--- config.mk ---
export PLATFORM = sky130hd
export DESIGN_NAME = stuffed_frame_receiver_flat
export DESIGN_NICKNAME = d
export VERILOG_FILES = /design/src/design/srx_pkg.sv /design/src/design/srx_if.sv /design/src/design/stuffed_frame_receiver.sv /design/src/design/srx_cfg_regs.sv /design/src/flat_wrapper.sv
export SDC_FILE = /design/constraint.sdc
export NUM_CORES = 1
export LEC_CHECK = 0
export BUFFER_PORTS_ARGS = -buffer_cell sky130_fd_sc_hd__buf_2
export CAP_MARGIN = 0
export CELL_PAD_IN_SITES_DETAIL_PLACEMENT = 0
export CELL_PAD_IN_SITES_GLOBAL_PLACEMENT = 1
export CORE_MARGIN = 2
export CORE_UTILIZATION = 51
export DETAILED_ROUTE_END_ITERATION = 10
export PLACE_DENSITY_LB_ADDON = 0.1
export REMOVE_ABC_BUFFERS = 1
export SLEW_MARGIN = 20
export SYNTH_ARGS = -nofsm -noshare
export SYNTH_HDL_FRONTEND = slang
export SYNTH_SLANG_ARGS = --single-unit
--- constraint.sdc ---
create_clock -name clk_i -period 8.4 [get_ports clk_i]
set_clock_uncertainty 0.2 [all_clocks]
set_input_delay 1.68 -clock clk_i [delete_from_list [all_inputs] [get_ports clk_i]]
set_output_delay 1.68 -clock clk_i [all_outputs]
set_load 0.03 [all_outputs]
--- src/design/srx_pkg.sv ---
// shared types, codes and report builder for the stuffed frame receiver
`timescale 1ns / 1ps
`default_nettype none

package srx_pkg;

  localparam int unsigned HeaderBytes = 5;
  localparam int unsigned OpcodeBytes = 2;

  typedef enum logic [2:0] {
    IDX_SYNC     = 3'd0,
    IDX_ESCAPE   = 3'd1,
    IDX_ESC_SYNC = 3'd2,
    IDX_MSG_TYPE = 3'd3,
    IDX_ACK_TYPE = 3'd4
  } cfg_idx_e;

  typedef enum logic [1:0] {
    PH_HUNT    = 2'd0,
    PH_HEADER  = 2'd1,
    PH_PAYLOAD = 2'd2,
    PH_CHECK   = 2'd3
  } phase_e;

  typedef enum logic [2:0] {
    ST_GOOD    = 3'd0,
    ST_BAD_SUM = 3'd1,
    ST_SHORT   = 3'd2,
    ST_ACK     = 3'd3,
    ST_OTHER   = 3'd4,
    ST_BAD_ESC = 3'd5
  } status_e;

  localparam logic KIND_DATA   = 1'b0;
  localparam logic KIND_REPORT = 1'b1;

  typedef struct packed {
    logic [7:0] sync_value;
    logic [7:0] escape_value;
    logic [7:0] escaped_sync_value;
    logic [7:0] message_type_code;
    logic [7:0] ack_type_code;
  } srx_cfg_t;

  typedef struct packed {
    logic        out_kind;
    logic [7:0]  data_byte;
    logic [2:0]  frame_status;
    logic [7:0]  seq_number;
    logic [7:0]  frm_type;
    logic [15:0] op_code;
    logic        send_ack;
  } srx_result_t;

  function automatic srx_result_t make_report(status_e status, logic ack, logic [7:0] seq,
                                              logic [7:0] ftype, logic [15:0] opcode,
                                              logic have_opcode);
    srx_result_t r;
    r.out_kind     = KIND_REPORT;
    r.data_byte    = 8'h00;
    r.frame_status = status;
    r.seq_number   = seq;
    r.frm_type     = ftype;
    r.op_code      = have_opcode ? opcode : 16'h0000;
    r.send_ack     = ack;
    return r;
  endfunction

  function automatic srx_result_t make_data(logic [7:0] b);
    srx_result_t r;
    r              = '0;
    r.out_kind     = KIND_DATA;
    r.data_byte    = b;
    return r;
  endfunction

endpackage

`default_nettype wire

--- src/design/srx_if.sv ---
// byte input channel and result output channel
`timescale 1ns / 1ps
`default_nettype none

interface srx_byte_if;
  logic       valid;
  logic       ready;
  logic [7:0] rx_byte;

  modport source (output valid, output rx_byte, input ready);
  modport sink (input valid, input rx_byte, output ready);
endinterface

interface srx_res_if;
  logic        valid;
  logic        ready;
  logic        out_kind;
  logic [7:0]  data_byte;
  logic [2:0]  frame_status;
  logic [7:0]  seq_number;
  logic [7:0]  frm_type;
  logic [15:0] op_code;
  logic        send_ack;

  modport source (output valid, output out_kind, output data_byte, output frame_status,
                  output seq_number, output frm_type, output op_code, output send_ack,
                  input ready);
  modport sink (input valid, input out_kind, input data_byte, input frame_status,
                input seq_number, input frm_type, input op_code, input send_ack,
                output ready);
endinterface

`default_nettype wire

--- src/design/stuffed_frame_receiver.sv ---
// stuffed frame receiver: sync hunt, unescape, header parse, cut-through payload, checksum report
//
// rx_i carries raw bytes from the serial line, one per transfer. res_o carries
// results: a data result for every payload byte after the two opcode bytes, and
// one end-of-frame report per frame (checksum byte or bad escape). Bytes that
// cause no result (sync, header, escapes, opcode) produce nothing on res_o.
// Each accepted byte is processed in the cycle it is taken; its result appears
// in the output register in the next cycle. One byte per cycle is sustained
// while res_o does not stall: the state update is a single pass of compares
// and an 8-bit add ahead of the result register.
// rx_i.ready is high while the output register is empty or being emptied, so
// a stall on res_o holds at most one result and backs up the input only then.
// Reset puts the block in sync hunt with cleared frame state and loads the
// default sync, escape, escaped-sync and type codes. Configuration writes on
// cfg_we_i / cfg_idx_i / cfg_data_i take effect at the next clock edge and are
// meant to happen while no frame is in flight.
`timescale 1ns / 1ps
`default_nettype none

module stuffed_frame_receiver (
  input  wire logic       clk_i,
  input  wire logic       rst_ni,
  input  wire logic       cfg_we_i,
  input  wire logic [2:0] cfg_idx_i,
  input  wire logic [7:0] cfg_data_i,
  srx_byte_if.sink        rx_i,
  srx_res_if.source       res_o
);
  import srx_pkg::*;

  srx_cfg_t cfg;

  srx_cfg_regs u_cfg (
    .clk_i      (clk_i),
    .rst_ni     (rst_ni),
    .cfg_we_i   (cfg_we_i),
    .cfg_idx_i  (cfg_idx_i),
    .cfg_data_i (cfg_data_i),
    .cfg_o      (cfg)
  );

  phase_e      phase_q, phase_d;
  logic        esc_q, esc_d;
  logic [2:0]  hdr_q, hdr_d;
  logic [7:0]  rem_q, rem_d;
  logic [1:0]  off_q, off_d;     // payload offset, saturates at two
  logic [7:0]  sum_q, sum_d;
  logic [7:0]  seq_q, seq_d;
  logic [7:0]  type_q, type_d;
  logic [7:0]  len_q, len_d;
  logic [15:0] opc_q, opc_d;

  logic        res_valid_q;
  srx_result_t res_q, res_d;
  logic        emit;

  logic        accept;
  logic        take;
  logic [7:0]  tb;
  logic [7:0]  sum_next;
  logic        have_opc;

  assign rx_i.ready = !res_valid_q || res_o.ready;
  assign accept     = rx_i.valid && rx_i.ready;
  assign have_opc   = (off_q == 2'(OpcodeBytes));
  // unescaped byte value, an escaped escape is the raw byte itself
  assign tb         = (esc_q && (rx_i.rx_byte == cfg.escaped_sync_value)) ?
                      cfg.sync_value : rx_i.rx_byte;
  assign sum_next   = sum_q + tb;

  always_comb begin
    phase_d = phase_q;
    esc_d   = esc_q;
    hdr_d   = hdr_q;
    rem_d   = rem_q;
    off_d   = off_q;
    sum_d   = sum_q;
    seq_d   = seq_q;
    type_d  = type_q;
    len_d   = len_q;
    opc_d   = opc_q;
    emit    = 1'b0;
    res_d   = '0;
    take    = 1'b0;

    if (accept) begin
      if (phase_q == PH_HUNT) begin
        if (rx_i.rx_byte == cfg.sync_value) begin
          phase_d = PH_HEADER;
          esc_d   = 1'b0;
          hdr_d   = '0;
          rem_d   = '0;
          off_d   = '0;
          sum_d   = rx_i.rx_byte;
          seq_d   = '0;
          type_d  = '0;
          len_d   = '0;
          opc_d   = '0;
        end
      end else if (esc_q) begin
        esc_d = 1'b0;
        priority if (rx_i.rx_byte == cfg.escaped_sync_value) begin
          take = 1'b1;
        end else if (rx_i.rx_byte == cfg.escape_value) begin
          take = 1'b1;
        end else begin
          // broken escape pair ends the frame
          phase_d = PH_HUNT;
          emit    = 1'b1;
          res_d   = make_report(ST_BAD_ESC, 1'b0, seq_q, type_q, opc_q, have_opc);
        end
      end else if (rx_i.rx_byte == cfg.escape_value) begin
        esc_d = 1'b1;
      end else begin
        take = 1'b1;
      end
    end

    if (take) begin
      sum_d = sum_next;
      unique case (phase_q)
        PH_HEADER: begin
          if (hdr_q == 3'd2) seq_d = tb;
          if (hdr_q == 3'd3) type_d = tb;
          if (hdr_q == 3'd4) len_d = tb;
          hdr_d = hdr_q + 3'd1;
          if (hdr_q == 3'(HeaderBytes - 1)) begin
            rem_d   = tb;
            off_d   = '0;
            phase_d = (tb == 8'd0) ? PH_CHECK : PH_PAYLOAD;
          end
        end
        PH_PAYLOAD: begin
          unique case (off_q)
            2'd0:    opc_d = {tb, 8'h00};
            2'd1:    opc_d = {opc_q[15:8], tb};
            default: begin
              emit  = 1'b1;
              res_d = make_data(tb);
            end
          endcase
          if (!have_opc) off_d = off_q + 2'd1;
          rem_d = rem_q - 8'd1;
          if (rem_q == 8'd1) phase_d = PH_CHECK;
        end
        PH_CHECK: begin
          phase_d = PH_HUNT;
          emit    = 1'b1;
          priority if (sum_next != 8'd0) begin
            res_d = make_report(ST_BAD_SUM, 1'b0, seq_q, type_q, opc_q, have_opc);
          end else if (type_q == cfg.message_type_code) begin
            res_d = make_report((len_q < 8'(OpcodeBytes)) ? ST_SHORT : ST_GOOD, 1'b1,
                                seq_q, type_q, opc_q, have_opc);
          end else if (type_q == cfg.ack_type_code) begin
            res_d = make_report(ST_ACK, 1'b0, seq_q, type_q, opc_q, have_opc);
          end else begin
            res_d = make_report(ST_OTHER, 1'b0, seq_q, type_q, opc_q, have_opc);
          end
        end
        default: begin
          // no byte is taken while hunting
          phase_d = phase_q;
        end
      endcase
    end
  end

  always_ff @(posedge clk_i or negedge rst_ni) begin
    if (!rst_ni) begin
      phase_q     <= PH_HUNT;
      esc_q       <= 1'b0;
      hdr_q       <= '0;
      rem_q       <= '0;
      off_q       <= '0;
      sum_q       <= '0;
      seq_q       <= '0;
      type_q      <= '0;
      len_q       <= '0;
      opc_q       <= '0;
      res_valid_q <= 1'b0;
    end else begin
      phase_q <= phase_d;
      esc_q   <= esc_d;
      hdr_q   <= hdr_d;
      rem_q   <= rem_d;
      off_q   <= off_d;
      sum_q   <= sum_d;
      seq_q   <= seq_d;
      type_q  <= type_d;
      len_q   <= len_d;
      opc_q   <= opc_d;
      if (accept) begin
        res_valid_q <= emit;
      end else if (res_o.ready) begin
        res_valid_q <= 1'b0;
      end
    end
  end

  always_ff @(posedge clk_i) begin
    if (accept && emit) begin
      res_q <= res_d;
    end
  end

  assign res_o.valid        = res_valid_q;
  assign res_o.out_kind     = res_q.out_kind;
  assign res_o.data_byte    = res_q.data_byte;
  assign res_o.frame_status = res_q.frame_status;
  assign res_o.seq_number   = res_q.seq_number;
  assign res_o.frm_type     = res_q.frm_type;
  assign res_o.op_code      = res_q.op_code;
  assign res_o.send_ack     = res_q.send_ack;

  // a byte taken while hunting never produces a result
  a_hunt_silent: assert property (@(posedge clk_i) disable iff (!rst_ni)
    (accept && phase_q == PH_HUNT) |=> !res_o.valid)
    else $error("result produced by a byte taken during sync hunt");

  // an escape can only be pending inside a frame
  a_esc_in_frame: assert property (@(posedge clk_i) disable iff (!rst_ni)
    esc_q |-> phase_q != PH_HUNT)
    else $error("escape pending while hunting");

  // header counter stays within the header
  a_hdr_range: assert property (@(posedge clk_i) disable iff (!rst_ni)
    hdr_q <= 3'(HeaderBytes))
    else $error("header index past header length");

  // data results only come out of the payload phase
  a_data_from_payload: assert property (@(posedge clk_i) disable iff (!rst_ni)
    (accept && emit && res_d.out_kind == KIND_DATA) |-> phase_q == PH_PAYLOAD)
    else $error("data result outside payload");

  // a short message report always asks for an ack
  a_short_acks: assert property (@(posedge clk_i) disable iff (!rst_ni)
    (res_o.valid && res_o.out_kind == KIND_REPORT && res_o.frame_status == ST_SHORT)
      |-> res_o.send_ack)
    else $error("short payload report without ack request");

endmodule

`default_nettype wire

--- src/design/srx_cfg_regs.sv ---
// configuration register file for the stuffed frame receiver
`timescale 1ns / 1ps
`default_nettype none

module srx_cfg_regs (
  input  wire logic             clk_i,
  input  wire logic             rst_ni,
  input  wire logic             cfg_we_i,
  input  wire logic [2:0]       cfg_idx_i,
  input  wire logic [7:0]       cfg_data_i,
  output srx_pkg::srx_cfg_t     cfg_o
);
  import srx_pkg::*;

  srx_cfg_t cfg_q, cfg_d;

  always_comb begin
    cfg_d = cfg_q;
    if (cfg_we_i) begin
      // indexes past the list are dropped
      unique case (cfg_idx_i)
        IDX_SYNC:     cfg_d.sync_value         = cfg_data_i;
        IDX_ESCAPE:   cfg_d.escape_value       = cfg_data_i;
        IDX_ESC_SYNC: cfg_d.escaped_sync_value = cfg_data_i;
        IDX_MSG_TYPE: cfg_d.message_type_code  = cfg_data_i;
        IDX_ACK_TYPE: cfg_d.ack_type_code      = cfg_data_i;
        default:      cfg_d                    = cfg_q;
      endcase
    end
  end

  always_ff @(posedge clk_i or negedge rst_ni) begin
    if (!rst_ni) begin
      cfg_q.sync_value         <= 8'd164;
      cfg_q.escape_value       <= 8'd27;
      cfg_q.escaped_sync_value <= 8'd83;
      cfg_q.message_type_code  <= 8'd0;
      cfg_q.ack_type_code      <= 8'd128;
    end else begin
      cfg_q <= cfg_d;
    end
  end

  assign cfg_o = cfg_q;

endmodule

`default_nettype wire
--- src/flat_wrapper.sv ---
// flat-port wrapper written by rule: the top's interface ports become plain ports
module stuffed_frame_receiver_flat import srx_pkg::*;
  (clk_i, rst_ni, cfg_we_i, cfg_idx_i, cfg_data_i, rx_i_valid, rx_i_rx_byte, rx_i_ready, res_o_valid, res_o_out_kind, res_o_data_byte, res_o_frame_status, res_o_seq_number, res_o_frm_type, res_o_op_code, res_o_send_ack, res_o_ready);
  srx_byte_if rx_i_i ();
  srx_res_if res_o_i ();
  input  wire logic clk_i;
  input  wire logic rst_ni;
  input  wire logic cfg_we_i;
  input  wire logic [2:0] cfg_idx_i;
  input  wire logic [7:0] cfg_data_i;
  input wire logic [$bits(rx_i_i.valid)-1:0] rx_i_valid;
  input wire logic [$bits(rx_i_i.rx_byte)-1:0] rx_i_rx_byte;
  output wire logic [$bits(rx_i_i.ready)-1:0] rx_i_ready;
  output wire logic [$bits(res_o_i.valid)-1:0] res_o_valid;
  output wire logic [$bits(res_o_i.out_kind)-1:0] res_o_out_kind;
  output wire logic [$bits(res_o_i.data_byte)-1:0] res_o_data_byte;
  output wire logic [$bits(res_o_i.frame_status)-1:0] res_o_frame_status;
  output wire logic [$bits(res_o_i.seq_number)-1:0] res_o_seq_number;
  output wire logic [$bits(res_o_i.frm_type)-1:0] res_o_frm_type;
  output wire logic [$bits(res_o_i.op_code)-1:0] res_o_op_code;
  output wire logic [$bits(res_o_i.send_ack)-1:0] res_o_send_ack;
  input wire logic [$bits(res_o_i.ready)-1:0] res_o_ready;
  assign rx_i_i.valid = rx_i_valid;
  assign rx_i_i.rx_byte = rx_i_rx_byte;
  assign rx_i_ready = rx_i_i.ready;
  assign res_o_valid = res_o_i.valid;
  assign res_o_out_kind = res_o_i.out_kind;
  assign res_o_data_byte = res_o_i.data_byte;
  assign res_o_frame_status = res_o_i.frame_status;
  assign res_o_seq_number = res_o_i.seq_number;
  assign res_o_frm_type = res_o_i.frm_type;
  assign res_o_op_code = res_o_i.op_code;
  assign res_o_send_ack = res_o_i.send_ack;
  assign res_o_i.ready = res_o_ready;
  stuffed_frame_receiver u_core (.clk_i(clk_i), .rst_ni(rst_ni), .cfg_we_i(cfg_we_i), .cfg_idx_i(cfg_idx_i), .cfg_data_i(cfg_data_i), .rx_i(rx_i_i), .res_o(res_o_i));
endmodule
# Word level (Yosys, flattened, before mapping)
# Cells that the tools add are included.
dict set report totals {
  inputBits 24
  output_inout_bits 47
  reg_bits 150
  wordCells 161
}
dict set report classes {
  reduce_logical 22
  magnitude_cmp 1
  n_addsub 4
  n_eq_ne 21
  mux 89
}
# cell n
set ops {}
lappend ops {{45-bit 2-to-1 mux} 9}
lappend ops {{8-bit 2-to-1 mux} 28}
lappend ops {{16-bit 2-to-1 mux} 6}
lappend ops {{45-bit case mux with 2 select lines} 1}
lappend ops {{8-bit == test} 5}
lappend ops {{36-bit 2-to-1 mux} 1}
lappend ops {{2-bit 2-to-1 mux} 16}
lappend ops {{16-bit case mux with 2 select lines} 1}
lappend ops {{1-bit 2-to-1 mux} 18}
lappend ops {{8-bit case mux with 2 select lines} 1}
lappend ops {{3-bit 2-to-1 mux} 5}
lappend ops {{3-bit by 2-bit == test with 1-bit output, second input constant} 4}
lappend ops {{2-bit AND reduction} 6}
lappend ops {{8-bit adder} 1}
lappend ops {{8-bit by 1-bit == test with 1-bit output, second input constant} 1}
lappend ops {{8-bit logical NOT} 1}
lappend ops {{8-bit by 2-bit less-than comparator with 1-bit output, second input constant} 1}
lappend ops {{2-bit nonzero test} 4}
lappend ops {{8-bit nonzero test} 1}
lappend ops {{8-bit by 1-bit subtractor with 8-bit output, second input constant} 1}
lappend ops {{2-bit == test, second input constant} 3}
lappend ops {{3-bit == test, second input constant} 2}
lappend ops {{2-bit case mux with 3 select lines} 1}
lappend ops {{2-bit by 1-bit == test with 1-bit output, second input constant} 2}
lappend ops {{other kinds (15)} 18}

# Depth between registers and ports, before layout
dict set report depth {
  depth_word 10
  ltp_mapped 16
  ltp_nobuf 14
}

# Modules after synthesis
# Synthesis repeated with hierarchy kept, for this count alone.
dict set report hier_totals {
  cells_unflattened 613
  hier_area_um2 7238.2
}
# mod area_each_um2 cells_each seq_area_each_um2 n_inst
set modules_own_cells {}
lappend modules_own_cells {stuffed_frame_receiver 5694.2 525 2952.8 1}
lappend modules_own_cells {srx_cfg_regs 1544.0 88 1016.0 1}

# Least setup slack after synthesis
# Ideal clock, no wire load.
dict set report synth_timing {
  kind {input-to-reg}
  from {in rx_i_rx_byte[7]}
  to {reg u_core.res_q (netlist bit u_core.res_o.frame_status[0]) (data pin)}
  arrival_ps 4592
  path_buffers 2
  slack_ps 3347
  cell_stages 15
  t_required_ps 7939
  setup_ps 261
  path_cell_list {buf_4 > xor2_1 > nor4_1 > nand3_1 > buf_6 > mux2i_1 > inv_1 > ha_1 > a21oi_1 > nand2_1 > a41o_1 > a21oi_1 > xnor3_1 > nand4_2 > o31a_2}
}
# element line_no
set synth_rtl {}
lappend synth_rtl {{start: declaration} flat_wrapper.sv:12} ;# input wire logic [$bits(rx_i_i.rx_byte)-1:0] rx_i_rx_byte;
lappend synth_rtl {{end signal: assignment} stuffed_frame_receiver.sv:202} ;# res_q <= res_d;
lappend synth_rtl {{end: declaration} stuffed_frame_receiver.sv:54} ;# srx_result_t res_q, res_d;

==> flow_metrics.py <==
metrics = {
    "setup_path": {
        "required_ns": 8.37,
        "crit_slowest_cell": "mux2i_1",
        "rrSetupSlack_ns": 3.56,
        "crit_path_frequent_cell": "a21oi_1",
        "crit_chain": "buf_2 -> xor2_1 -> nor4_1 -> nand3_1 -> mux2i_1 -> inv_1 -> ha_1 -> a21oi_1 -> nand2_1 -> a41o_1 -> a21oi_1 -> xnor3_1 -> nand4_2 -> o31a_2",
        "path_delay_family": "simple AND/OR/NAND/NOR gates",
        "slowest_delay_ns": 0.90,
        "end_kind": "register",
        "worstPathArrival_ns": 5.79,
        "worst-setup-path-type": "in -> reg",
        "startpoint_type": "primary input",
        "path_buf_inv": 2,
        "worstPathMaxFanout": 10,
    },
    "detailed_routing": {
        "drt_iter0_markers": 306,
        "drtAntennaViolNets": 0,
        "wl_per_cell_um": 18.3,
        "dr.pass1.iters": 4,
        "wirelength_mm": 15.8,
        "via_per_inst": 5.53,
        "dr_total_vias": 4802,
        "drc_errors": 0,
    },
    "sta": {
        "max_slew_margin_pct": 35.8,
        "hold_violations": 0,
        "fin_crit_ns": 5.82,
        "rsz0062_at_grt": "false",
        "max_freq_ghz": 0.172,
        "fin_setup_tns_ns": 0,
        "finalSetupViolations": 0,
        "worst_pin_slew_ns": 0.937,
        "drv_slew": 0,
        "fin_crit_sh_pct": 69.3,
    },
    "placement": {
        "port_buffers": 70,
        "place.gp.congestion": 0.841,
        "dp_hpwl_mm": 10.9,
        "place_area_mm2": 0.00762,
    },
    "yosys": {
        "yosysTopAreaCell": "dfrtp_1",
        "netlist.area_leader.share_pct": 32.3,
        "syn_inst": 607,
        "synth_enable_flop_cells": 45,
        "yosys_warnings": 0,
        "synth_area_mm2": 0.00712,
        "ys.flop_type": "dfrtp_1",
        "synth_async_sr_flop_share_pct": 69.8,
        "synthDistinctLibCells": 51,
        "ys_seq_area_share_pct": 55.8,
        "yosys-top-cells-area": "dfrtp_1 (32%), edfxtp_1 (19%), mux2_2 (7.1%), dfstp_2 (4.4%), xnor2_1 (3.8%)",
        "ys_ff_latch": 149,
        "syn_area_per_cell_um2": 11.7,
    },
    "die": {
        "io_pins": 71,
        "die_width_um": 122,
        "start_util_pct": 51.7,
        "die_h_um": 122,
        "rows": 43,
        "coreArea_mm2": 0.0138,
        "dieArea_mm2": 0.0149,
    },
    "layout": {
        "layout.nets": 719,
        "fill_cells": 1157,
        "synthToLayoutAreaGrowth_pct": 15.4,
        "stdcell_area_mm2": 0.00821,
        "antenna_cells": 0,
        "drive_gt1_share_pct": 25.4,
    },
    "cts": {
        "htree_levels": 4,
        "cts_hold_buf": 0,
        "cts_sinks": 149,
        "cts_resized": 0,
        "cts_root_buffer": "clkbuf_16",
        "clk_latency_ns": 0.42,
        "cts_tree": "built",
        "cts_inserted_buffers": 17,
        "clk_pin_slew_ns": 0.06,
        "cts_buffer_depth": 2,
        "post-cts-setup-buffer-count": 0,
    },
    "global_route": {
        "grt_pass1_wl_mm": 25.6,
        "grt-ovfl-total": 0,
        "first_global_vias": 4894,
        "track_usage_pct": 23.0,
        "grt_start_max_net_pins": 57,
        "antenna_found_initial": 0,
    },
    "pwr": {
        "power_density_mw_per_mm2": 295,
        "vdd_drop_max_mv": 0.176,
        "total_leakage_power_nw": 3.56,
    },
    "run_status": {
        "status": "complete, no violations",
    },
    "job": {
        "maxCapViolCount": 0,
    },
    "hold_path": {
        "min_path_type": "reg -> reg",
    },
}
==> worst paths after layout <==
kind	from	to	cells after the start
worst min-delay path	u_core.opc_q[1]	u_core.opc_q[1]	1
worst max register to register	u_core.u_cfg.cfg_o[17]	u_core.res_o.frame_status[0]	13
worst max-delay path	rx_i_rx_byte[1]	u_core.res_o.frame_status[0]	14
max in group asynchronous	rst_ni	u_core.u_cfg.cfg_o[29]	2
min in group asynchronous	rst_ni	u_core.u_cfg.cfg_o[32]	1
worst min register to register	u_core.opc_q[1]	u_core.opc_q[1]	1
==> final cells by class <==
class | count | area (um2) | area share (%)
clock buffer | 19 | 433 | 5.27
tap | 180 | 225 | 2.74
timing repair buffer | 79 | 420 | 5.12
sequential | 149 | 3970 | 48.3
clock inverter | 13 | 155 | 1.89
multi-input combinational | 405 | 2930 | 35.6
inverter | 23 | 86.3 | 1.05
==> cell families after synthesis <==
logic type	after synthesis	synth area share, %
buffers and inverters	53	3.31
flip-flops	149	55.8
XOR/XNOR	52	6.59
adder cells (fa/ha/maj)	20	3.62
AND/OR/NAND/NOR	181	13.4
AO/OA/AOI/OAI	98	8.72
multiplexers	54	8.56
==> layout by cell type (no fill, tap or decap), drive strengths merged, types with 3 or more instances in the layout <==
cell     count
a22o         4
nor4        11
o2bb2ai      8
xor2        20
mux2        45
a21o         7
o221ai       5
a21oi        9
ha          19
clkinv       7
dfrtp       92
nand4        9
xnor2       31
edfxtp      45
nand3       51
dfstp       12
or3          3
inv         25
mux2i        9
o21ai       50
nor2        22
nand2b       5
clkbuf      19
nand2       29
buf         79
o31ai        3
bufinv       3
and2        33
nor3         6
==> layer usage <==
metal / GRT usage, % / up-vias / wire length (um)
li1: - / 2307 / -
met1: 31.2 / 2353 / 7260
met2: 37.1 / 118 / 7560
met3: 4.63 / 24 / 778
met4: 8.19 / 0 / 252
met5: 0 / - / 0
==> power breakdown <==
group	switching (W)	total (W)	leakage [nW]	internal (W)
combinational	0.000356	0.000650	1.53	0.000294
sequential	0.000119	0.00102	1.75	0.000897
clock	0.000293	0.000759	0.287	0.000466
==> metrics by stage <==
step | hold slack [ns] | worst slack, ns | std cells | utilization [%] | power [W]
after global routing | 0.302 | 2.26 | 868 | 59.6 | 0.00258
after CTS | 0.287 | 2.57 | 868 | 59.6 | 0.00244
after detailed placement | 0.269 | 2.17 | 836 | 55.3 | 0.00168
final | 0.280 | 2.58 | 868 | 59.6 | 0.00243
after global placement | 0.267 | 2.37 | 836 | 55.3 | 0.00165
after floorplan | 0.248 | 3.18 | 577 | - | 0.00150
==> Yosys cell counts (all sizes together) (3+ instances only) <==
cell type and n:
o2bb2ai 8, a21oi 9, nand2 29, xnor2 31, o31ai 3, nand2b 5, nand3 51, o221ai 5
xor2 20, o21ai 50, mux2i 9, nor4 11, ha 19, buf 16, dfstp 12, inv 23
a21o 7, dfrtp 92, nand4 9, clkbuf 14, and2 33, nor3 6, nor2 22, a22o 4
edfxtp 45, mux2 45, or3 3
==> flip-flops by register name, summed over array words and instances (netlist names), 2 cells and up <==
name                       cells
u_core.res_o.data_byte         8
u_core.res_o.seq_number        8
u_core.sum_q                   8
u_core.type_q                  8
u_core.opc_q                  16
u_core.phase_q                 2
u_core.len_q                   7
u_core.res_o.op_code          16
u_core.hdr_q                   3
u_core.u_cfg.cfg_o            40
u_core.res_o.frame_status      3
u_core.rem_q                   8
u_core.off_q                   2
u_core.seq_q                   8
u_core.res_o.frm_type          8
Power figures use the tool's default switching activity.
